`src/sv/mfd_pkg.sv`:
```
package mfd_pkg;

	// Header layout: transaction id, protocol id, length (big-endian), unit id
	localparam int unsigned HEADER_BYTES = 7;
	localparam int unsigned HDR_IDX_W    = 3;

	typedef logic [HDR_IDX_W-1:0] hdr_idx_t;

	localparam hdr_idx_t IDX_TID_HI = hdr_idx_t'(0);
	localparam hdr_idx_t IDX_TID_LO = hdr_idx_t'(1);
	localparam hdr_idx_t IDX_PID_HI = hdr_idx_t'(2);
	localparam hdr_idx_t IDX_PID_LO = hdr_idx_t'(3);
	localparam hdr_idx_t IDX_LEN_HI = hdr_idx_t'(4);
	localparam hdr_idx_t IDX_LEN_LO = hdr_idx_t'(5);
	localparam hdr_idx_t IDX_UNIT   = hdr_idx_t'(HEADER_BYTES - 1);

	localparam logic [15:0] LEN_NONE  = 16'd0;
	localparam logic [15:0] LEN_EMPTY = 16'd1;

endpackage

```
`src/sv/mbap_frame_deframer_core.sv`:
```
// Output: a result shows on the output register in the cycle after its request is accepted;
//   header bytes (save a length-one frame's unit byte) and dropped body bytes produce nothing.
// Throughput: one request per cycle; the only stall comes from a full output register whose
//   request is itself stalled by the sink.
// Reset: arst_n clears the deframer to header hunting, clears the captured header fields,
//   empties the output register and sets expected_protocol to 0; output payload is not reset.
module mbap_frame_deframer_core
	import mfd_pkg::*;
(
	input  logic        clk,
	input  logic        arst_n,

	input  logic        cfg_wr_en,
	input  logic [15:0] cfg_wr_data,

	input  logic        in_valid,
	output logic        in_stall,
	input  logic [7:0]  rx_byte,
	input  logic        abort,

	output logic        out_valid,
	input  logic        out_stall,
	output logic [7:0]  pdu_byte,
	output logic [15:0] transaction,
	output logic [7:0]  unit,
	output logic        first_byte,
	output logic        last_byte,
	output logic        empty_body
);

	// Configuration
	logic [15:0] expected_protocol_q;

	// Deframer state
	logic        in_body_q;
	hdr_idx_t    header_index_q;
	logic [15:0] hdr_transaction_q;
	logic [15:0] hdr_protocol_q;
	logic [15:0] hdr_length_q;
	logic [7:0]  hdr_unit_q;
	logic [15:0] body_remaining_q;
	logic        body_started_q;

	// Output register
	logic        out_valid_q;
	logic [7:0]  pdu_byte_q;
	logic [15:0] transaction_q;
	logic [7:0]  unit_q;
	logic        first_byte_q;
	logic        last_byte_q;
	logic        empty_body_q;

	logic        accept;
	logic        out_load;
	logic        proto_match;
	logic        hdr_done;
	logic [15:0] body_rem_dec;
	logic        body_last;

	// Result of the current request
	logic        res_valid;
	logic [7:0]  res_byte;
	logic        res_first;
	logic        res_last;
	logic        res_empty;

	// Hold input only while a finished result sits stalled in the output register;
	// otherwise that register drains and refills in the same cycle.
	assign in_stall = out_valid_q && out_stall;
	assign accept   = in_valid && !in_stall;
	assign out_load = !(out_valid_q && out_stall);

	assign proto_match  = (hdr_protocol_q == expected_protocol_q);
	assign hdr_done     = !in_body_q && (header_index_q == IDX_UNIT);
	assign body_rem_dec = body_remaining_q - 16'd1;
	assign body_last    = (body_rem_dec == 16'd0);

	// The length is complete by the time the unit byte arrives, so the
	// registered length decides the header-complete branch.
	always_comb begin
		res_valid = 1'b0;
		res_byte  = rx_byte;
		res_first = 1'b0;
		res_last  = 1'b0;
		res_empty = 1'b0;
		if (accept && !abort) begin
			if (in_body_q) begin
				res_valid = proto_match;
				res_first = !body_started_q;
				res_last  = body_last;
			end else if (hdr_done && hdr_length_q == LEN_EMPTY) begin
				res_valid = proto_match;
				res_byte  = 8'd0;
				res_first = 1'b1;
				res_last  = 1'b1;
				res_empty = 1'b1;
			end
		end
	end

	always_ff @(posedge clk or negedge arst_n) begin
		if (!arst_n) begin
			expected_protocol_q <= 16'd0;
		end else if (cfg_wr_en) begin
			expected_protocol_q <= cfg_wr_data;
		end
	end

	always_ff @(posedge clk or negedge arst_n) begin
		if (!arst_n) begin
			in_body_q         <= 1'b0;
			header_index_q    <= IDX_TID_HI;
			body_remaining_q  <= 16'd0;
			body_started_q    <= 1'b0;
			hdr_transaction_q <= 16'd0;
			hdr_protocol_q    <= 16'd0;
			hdr_length_q      <= 16'd0;
			hdr_unit_q        <= 8'd0;
		end else if (accept) begin
			if (abort) begin
				// Drop the partial frame; captured header fields stay.
				in_body_q        <= 1'b0;
				header_index_q   <= IDX_TID_HI;
				body_remaining_q <= 16'd0;
				body_started_q   <= 1'b0;
			end else if (in_body_q) begin
				body_started_q <= 1'b1;
				if (body_last) begin
					in_body_q        <= 1'b0;
					header_index_q   <= IDX_TID_HI;
					body_remaining_q <= 16'd0;
					body_started_q   <= 1'b0;
				end else begin
					body_remaining_q <= body_rem_dec;
				end
			end else begin
				unique case (header_index_q)
					IDX_TID_HI: hdr_transaction_q[15:8] <= rx_byte;
					IDX_TID_LO: hdr_transaction_q[7:0]  <= rx_byte;
					IDX_PID_HI: hdr_protocol_q[15:8]    <= rx_byte;
					IDX_PID_LO: hdr_protocol_q[7:0]     <= rx_byte;
					IDX_LEN_HI: hdr_length_q[15:8]      <= rx_byte;
					IDX_LEN_LO: hdr_length_q[7:0]       <= rx_byte;
					default:    hdr_unit_q              <= rx_byte;
				endcase
				if (hdr_done) begin
					header_index_q <= IDX_TID_HI;
					body_started_q <= 1'b0;
					if (hdr_length_q == LEN_NONE || hdr_length_q == LEN_EMPTY) begin
						in_body_q        <= 1'b0;
						body_remaining_q <= 16'd0;
					end else begin
						in_body_q        <= 1'b1;
						body_remaining_q <= hdr_length_q - 16'd1;
					end
				end else begin
					header_index_q <= header_index_q + hdr_idx_t'(1);
				end
			end
		end
	end

	// Output register: advance whenever the sink is not stalling a held result.
	always_ff @(posedge clk or negedge arst_n) begin
		if (!arst_n) begin
			out_valid_q <= 1'b0;
		end else if (out_load) begin
			out_valid_q <= res_valid;
		end
	end

	// The unit byte of the header updates hdr_unit_q in the same edge, so the
	// empty-body result takes the unit straight from the request.
	always_ff @(posedge clk) begin
		if (out_load && res_valid) begin
			pdu_byte_q    <= res_byte;
			transaction_q <= hdr_transaction_q;
			unit_q        <= res_empty ? rx_byte : hdr_unit_q;
			first_byte_q  <= res_first;
			last_byte_q   <= res_last;
			empty_body_q  <= res_empty;
		end
	end

	assign out_valid   = out_valid_q;
	assign pdu_byte    = pdu_byte_q;
	assign transaction = transaction_q;
	assign unit        = unit_q;
	assign first_byte  = first_byte_q;
	assign last_byte   = last_byte_q;
	assign empty_body  = empty_body_q;

	a_body_idx_zero: assert property (@(posedge clk) disable iff (!arst_n)
		in_body_q |-> (header_index_q == IDX_TID_HI && body_remaining_q != 16'd0))
		else $error("body phase with stale header index or empty count");

	a_abort_restart: assert property (@(posedge clk) disable iff (!arst_n)
		(accept && abort) |=> (!in_body_q && header_index_q == IDX_TID_HI && !out_valid_q))
		else $error("abort did not restart header collection");

	a_empty_marks: assert property (@(posedge clk) disable iff (!arst_n)
		(out_valid_q && empty_body_q) |-> (first_byte_q && last_byte_q))
		else $error("empty-body result without first and last marks");

	a_no_drop: assert property (@(posedge clk) disable iff (!arst_n)
		(out_valid_q && out_stall) |=> out_valid_q)
		else $error("stalled result lost");

endmodule

```
`config.mk`:
```
export PLATFORM = sky130hd
export DESIGN_NAME = mbap_frame_deframer_core
export DESIGN_NICKNAME = d
export VERILOG_FILES = /design/src/sv/mfd_pkg.sv /design/src/sv/mbap_frame_deframer_core.sv
export SDC_FILE = /design/constraint.sdc
export NUM_CORES = 1
export LEC_CHECK = 0
export BUFFER_PORTS_ARGS = -buffer_cell sky130_fd_sc_hd__buf_2
export CAP_MARGIN = 25
export CELL_PAD_IN_SITES_DETAIL_PLACEMENT = 1
export CELL_PAD_IN_SITES_GLOBAL_PLACEMENT = 2
export CORE_UTILIZATION = 43
export CTS_CLUSTER_DIAMETER = 40
export DETAILED_ROUTE_END_ITERATION = 16
export GPL_TIMING_DRIVEN = 0
export PLACE_DENSITY_LB_ADDON = 0.1
export SETUP_SLACK_MARGIN = 0.05
export SYNTH_ARGS = -nofsm -noshare
export SYNTH_HDL_FRONTEND = slang
export SYNTH_SLANG_ARGS = --single-unit
```
`constraint.sdc`:
```
create_clock -name clk -period 10.9 [get_ports clk]
set_input_delay 2.18 -clock clk [delete_from_list [all_inputs] [get_ports clk]]
set_output_delay 2.18 -clock clk [all_outputs]
set_load 0.01 [all_outputs]
```
# Yosys cells after proc, flatten, opt, wreduce, memory -nomap -nowiden
# Index checks and enable logic that the tools add are counted.
dict set report word_totals {
  n_memories 0
  latch_bits 0
  mem_bits_rw 0
  mem_bits_ro 0
  wordCells 88
  inputBits 30
  regBits 129
}
dict set report op_classes {
  shift 0
  div_mod_pow 0
  n_addsub 3
  multipliers 0
  n_bitwise 3
  n_reduce_logical 25
  eq_ne 9
  magnitude_cmp 0
  mux 29
}
# cell count
set op_table {}
lappend op_table {{two-way mux 16 bit} 5}
lappend op_table {{zero test 16 bit} 2}
lappend op_table {{two-way mux 8 bit} 4}
lappend op_table {{subtractor 16 x 1 -> 16 bit, second input constant} 2}
lappend op_table {{AND reduction 4 bit} 7}
lappend op_table {{== test 16 x 1 -> 1 bit, second input constant} 1}
lappend op_table {{== test 16 bit} 1}
lappend op_table {{two-way mux 1 bit} 16}
lappend op_table {{two-way mux 3 bit} 4}
lappend op_table {{== test 3 bit, second input constant} 3}
lappend op_table {{== test 3 x 2 -> 1 bit, second input constant} 2}
lappend op_table {{logical AND 1 bit} 6}
lappend op_table {{OR reduction 6 bit} 1}
lappend op_table {{zero test 1 bit} 4}
lappend op_table {{AND reduction 2 bit} 2}
lappend op_table {{adder 3 x 1 -> 3 bit, second input constant} 1}
lappend op_table {{== test 3 x 1 -> 1 bit, second input constant} 1}
lappend op_table {{zero test 3 bit} 1}
lappend op_table {{inequality test 3 x 2 -> 1 bit, second input constant} 1}
lappend op_table {{inverter 1 bit} 3}
lappend op_table {{nonzero test 3 bit} 1}
lappend op_table {{logical OR 1 bit} 1}

# Depth between registers and ports, before layout
dict set report logic_depth {
  word_depth 7
  mapped_depth 9
  ltp_nobuf 8
}

# Worst setup path before layout
# Ideal clock, no wire load.
dict set report synth_timing {
  path_type {input -> register}
  start {in in_valid}
  end {reg empty_body_q (netlist: empty_body) (enable)}
  path_stages 7
  slack_ns 5.290
  setup_ns 0.440
  arrival_ns 5.170
  path_buffers 2
  path_cell_list {a21boi_1 > and3_1 > clkbuf_1 > nand3_1 > or2_1 > buf_2 > a21oi_1}
}
dict set report synth_between {
  elab_chain_len 4
}
# item line
set synth_lines {}
lappend synth_lines {{start: declaration} mbap_frame_deframer_core.sv:16} ;# input logic in_valid,
lappend synth_lines {{logical AND 1 bit} mbap_frame_deframer_core.sv:70} ;# assign accept = in_valid && !in_stall;
lappend synth_lines {{logical AND 1 bit} mbap_frame_deframer_core.sv:86} ;# if (accept && !abort) begin
lappend synth_lines {{two-way mux 1 bit} mbap_frame_deframer_core.sv:86}
lappend synth_lines {{logical AND 1 bit} mbap_frame_deframer_core.sv:175} ;# if (out_load && res_valid) begin
lappend synth_lines {{end signal: assignment} mbap_frame_deframer_core.sv:181} ;# empty_body_q <= res_empty;
lappend synth_lines {{end: declaration} mbap_frame_deframer_core.sv:51} ;# logic empty_body_q;
# Every way passes these cells.
# A chain may end at the register's enable or synchronous reset.

# Worst setup path in the final report
dict set report layout_timing {
  start {in out_stall}
  end {out in_stall}
}
dict set report layout_between {
  elab_chain_len 1
}
# item line
set layout_lines {}
lappend layout_lines {{start: declaration} mbap_frame_deframer_core.sv:22} ;# input logic out_stall,
lappend layout_lines {{logical AND 1 bit} mbap_frame_deframer_core.sv:69} ;# assign in_stall = out_valid_q && out_stall;
lappend layout_lines {{end: declaration} mbap_frame_deframer_core.sv:17} ;# output logic in_stall,
# Every way passes these cells.

==> run summary <==
outcome - complete, no violations
antenna viol nets, final - 0
Startpoint Class - input port
worst min path class - reg -> reg
Seq/Total Area, Yosys - 58.0%
critical path arrival - 2.53 ns
vias in the first global route - 4211
max frequency - 0.213 GHz
global route overflow - 0
CP max stage cell - buf_2
area grow syn2layout - 20.5%
number of inserted diodes - 0
RSZ-0062 raised after global routing - false
Starting DRT DRC Count - 173
Initial DRT Pass Iterations - 4
area of the multi-input gates - 2350 um2
period utilisation layout - 43.2%
Setup TNS - 0 ns
setup ws final - 6.19 ns
WL final - 14.1 mm
Core Area - 13300 um2
GRT Total Usage - 21.9%
Mapped Area - 5870 um2
NumNets Final - 584
Num CTS Buffers - 17
Max-slew headroom - 57.7%
worst-path maximum fanout - 2
layout filler cell count - 1371
Critical Path, Cell by Cell - buf_2 -> nand2_1 -> inv_1 -> buf_2
Yosys cell types - 53
Max Cap Viol - 0
DRC Markers - 0
setup skew after layout - 0.00753 ns
type of the worst setup path - in -> out
CTS tree - done
Leak - 3.16 nW
layout cells sized above 1 - 33.4%
Die Y - 119 um
Worst EP required - 8.72 ns
top_reg_cell synth - dfrtp_1
synth warn - 0
post-synthesis register bit count - 129
final setup vio count - 0
Critical Path Sink Type - output pin
Post-CTS Repair Setup Buffers - 0
post_cts resized - 0
Routed wire per std cell - 19.2 um
initial antenna violation count - 0
Tightest Pin Transition - 0.628 ns
largest net degree at the start of global routing - 50
Mapped Avg Cell Area - 12.8 um2
Post-CTS Hold Buffers - 0
die area - 14100 um2
final hold vios - 0
CP peak stage delay - 0.13 ns
hpwl dp - 10.1 mm
Period minus WS final - 4.71 ns
Root Buffer - clkbuf_16
Seq. cell area - 3400 um2
FF-to-FF setup slack - 7.81 ns
VDD IR max - 0.000121 V
first-pass GRT wire length - 23.2 mm
pwr/cell area - 219 nW/um2
CP dominant cell by count - buf_2
gpl congestion - 0.815
via count - 3958
Setup WS pre-CTS - 5.90 ns
Port Buffers - 65
CTS clk-pin slew, worst paths - 0.06 ns
syn_nets - 498
Rows - 42
FFs w/ async S/R, synth - 72.9%
Synth Instances - 458
htree depth - 4
starting density of the core - 44.2%
CTS Sinks - 129
Slew Viols, Final - 0
worst-skew pair later-pin latency - 0.41 ns
Post-synth EDFFs - 35
die width - 119 um
vias per cell - 5.40
Max Root-Sink Buffers - 2
Ports - 67
synth_stat cells (3+ instances only):
cell       n  area, um2
nor2_1    18       67.6
a31oi_1    4       25.0
o21ai_0    9       45.0
dfrtp_1   94       2350
or4_4      3       33.8
or3_1      6       37.5
o221ai_1   4       35.0
nor4_1    12       75.1
inv_1     11       41.3
nand3_1   15       75.1
xor2_1    22        193
xnor2_1    5       43.8
a21oi_1    5       25.0
o21ai_1    3       15.0
clkbuf_1  13       48.8
nor2b_1    5       31.3
mux2_2    77        867
nand4_1    5       31.3
a22oi_1    4       30.0
a32oi_1    4       35.0
mux2_1     3       33.8
ha_1      10        125
nand2_1   32        120
nor3_1    10       50.1
and2_1    10       62.6
edfxtp_1  35       1050
o211ai_1   5       37.5
per-stage QoR:
stage | cells | power (mW) | hold WS, ns | instance area [um2] | utilization (%)
floorplan | 458 | 0.892 | 0.419 | 5870 | -
global placement | 699 | 0.965 | 0.425 | 6420 | 48.3
detailed placement | 701 | 0.990 | 0.430 | 6480 | 48.7
CTS | 733 | 1.57 | 0.445 | 7080 | 53.2
global route | 733 | 1.64 | 0.448 | 7080 | 53.2
finish | 733 | 1.55 | 0.443 | 7080 | 53.2
path summary, 6_finish.rpt:
| path | startpoint | endpoint | cells past startpoint |
|---|---|---|---|
| min | hdr_transaction_q[10]$_DFFE_PN0P_ | transaction[10]$_DFFE_PP_ | 0 |
| max | out_stall | in_stall | 4 |
| max in group asynchronous | arst_n | hdr_transaction_q[2]$_DFFE_PN0P_ | 2 |
| min in group asynchronous | arst_n | body_remaining_q[8]$_DFFE_PN0P_ | 1 |
| max reg2reg | out_valid$_DFFE_PN0N_ | first_byte$_SDFFCE_PN0P_ | 8 |
| min reg2reg | hdr_transaction_q[10]$_DFFE_PN0P_ | transaction[10]$_DFFE_PP_ | 0 |
kinds of logic (layout without fill, tap and decap cells):
logic type	count (synthesis)	after routing	synth area share [%]
buf+inv	29	128	2.19
simple gates	131	131	11.8
flops	129	129	58.0
fa+ha+maj	10	10	2.13
compound gates	52	52	6.50
mux	80	80	15.3
xor+xnor	27	27	4.03
registers in the layout (all words and copies together) (netlist names):
name / flops
body_remaining_q: 16
body_started_q: 1
empty_body: 1
expected_protocol_q: 16
first_byte: 1
hdr_length_q: 16
hdr_protocol_q: 16
hdr_transaction_q: 16
hdr_unit_q: 8
header_index_q: 3
in_body_q: 1
last_byte: 1
out_valid: 1
pdu_byte: 8
transaction: 16
unit: 8
cell usage in the layout, fill, tap and decap left out, types with 5 or more instances in the layout:
cell type and count:
and2_1 10, buf_2 65, clkbuf_1 15, clkbuf_16 19, dfrtp_1 94, edfxtp_1 35, ha_1 10, inv_1 11
mux2_2 77, nand2_1 32, nand3_1 15, nand4_1 5, nor2_1 18, nor2b_1 5, nor3_1 10, nor4_1 12
o211ai_1 5, o21ai_0 9, or3_1 6, xnor2_1 5, xor2_1 22
area by class of cell:
| type | count | area share (%) |
|---|---|---|
| Clock buffer | 21 | 6.82 |
| Sequential cell | 129 | 48.1 |
| Inverter | 11 | 0.583 |
| Multi-Input combinational cell | 300 | 33.2 |
| Clock inverter | 11 | 1.63 |
| Timing Repair Buffer | 67 | 5.30 |
| Tap cell | 176 | 3.11 |
| Buffer | 18 | 1.24 |
per-layer routing:
metal / GRT usage (%) / up-vias / share of wire (%)
li1: - / 1850 / -
met1: 28.4 / 2029 / 44
met2: 36.6 / 67 / 51
met3: 4.31 / 12 / 3.0
met4: 7.91 / 0 / 1.3
met5: 0 / - / 0
critical path, delay by kind of cell:
family                 cells  cell delay, ns
buffers and inverters      3            0.28
AND/OR/NAND/NOR            1            0.06
where the power goes:
group | switching (mW) | internal, mW | total [mW]
Clock | 0.223 | 0.346 | 0.570
Sequential | 0.0711 | 0.599 | 0.670
Combinational | 0.154 | 0.156 | 0.310
Total | 0.449 | 1.10 | 1.55
No activity file was read; power rests on OpenSTA's default activity.
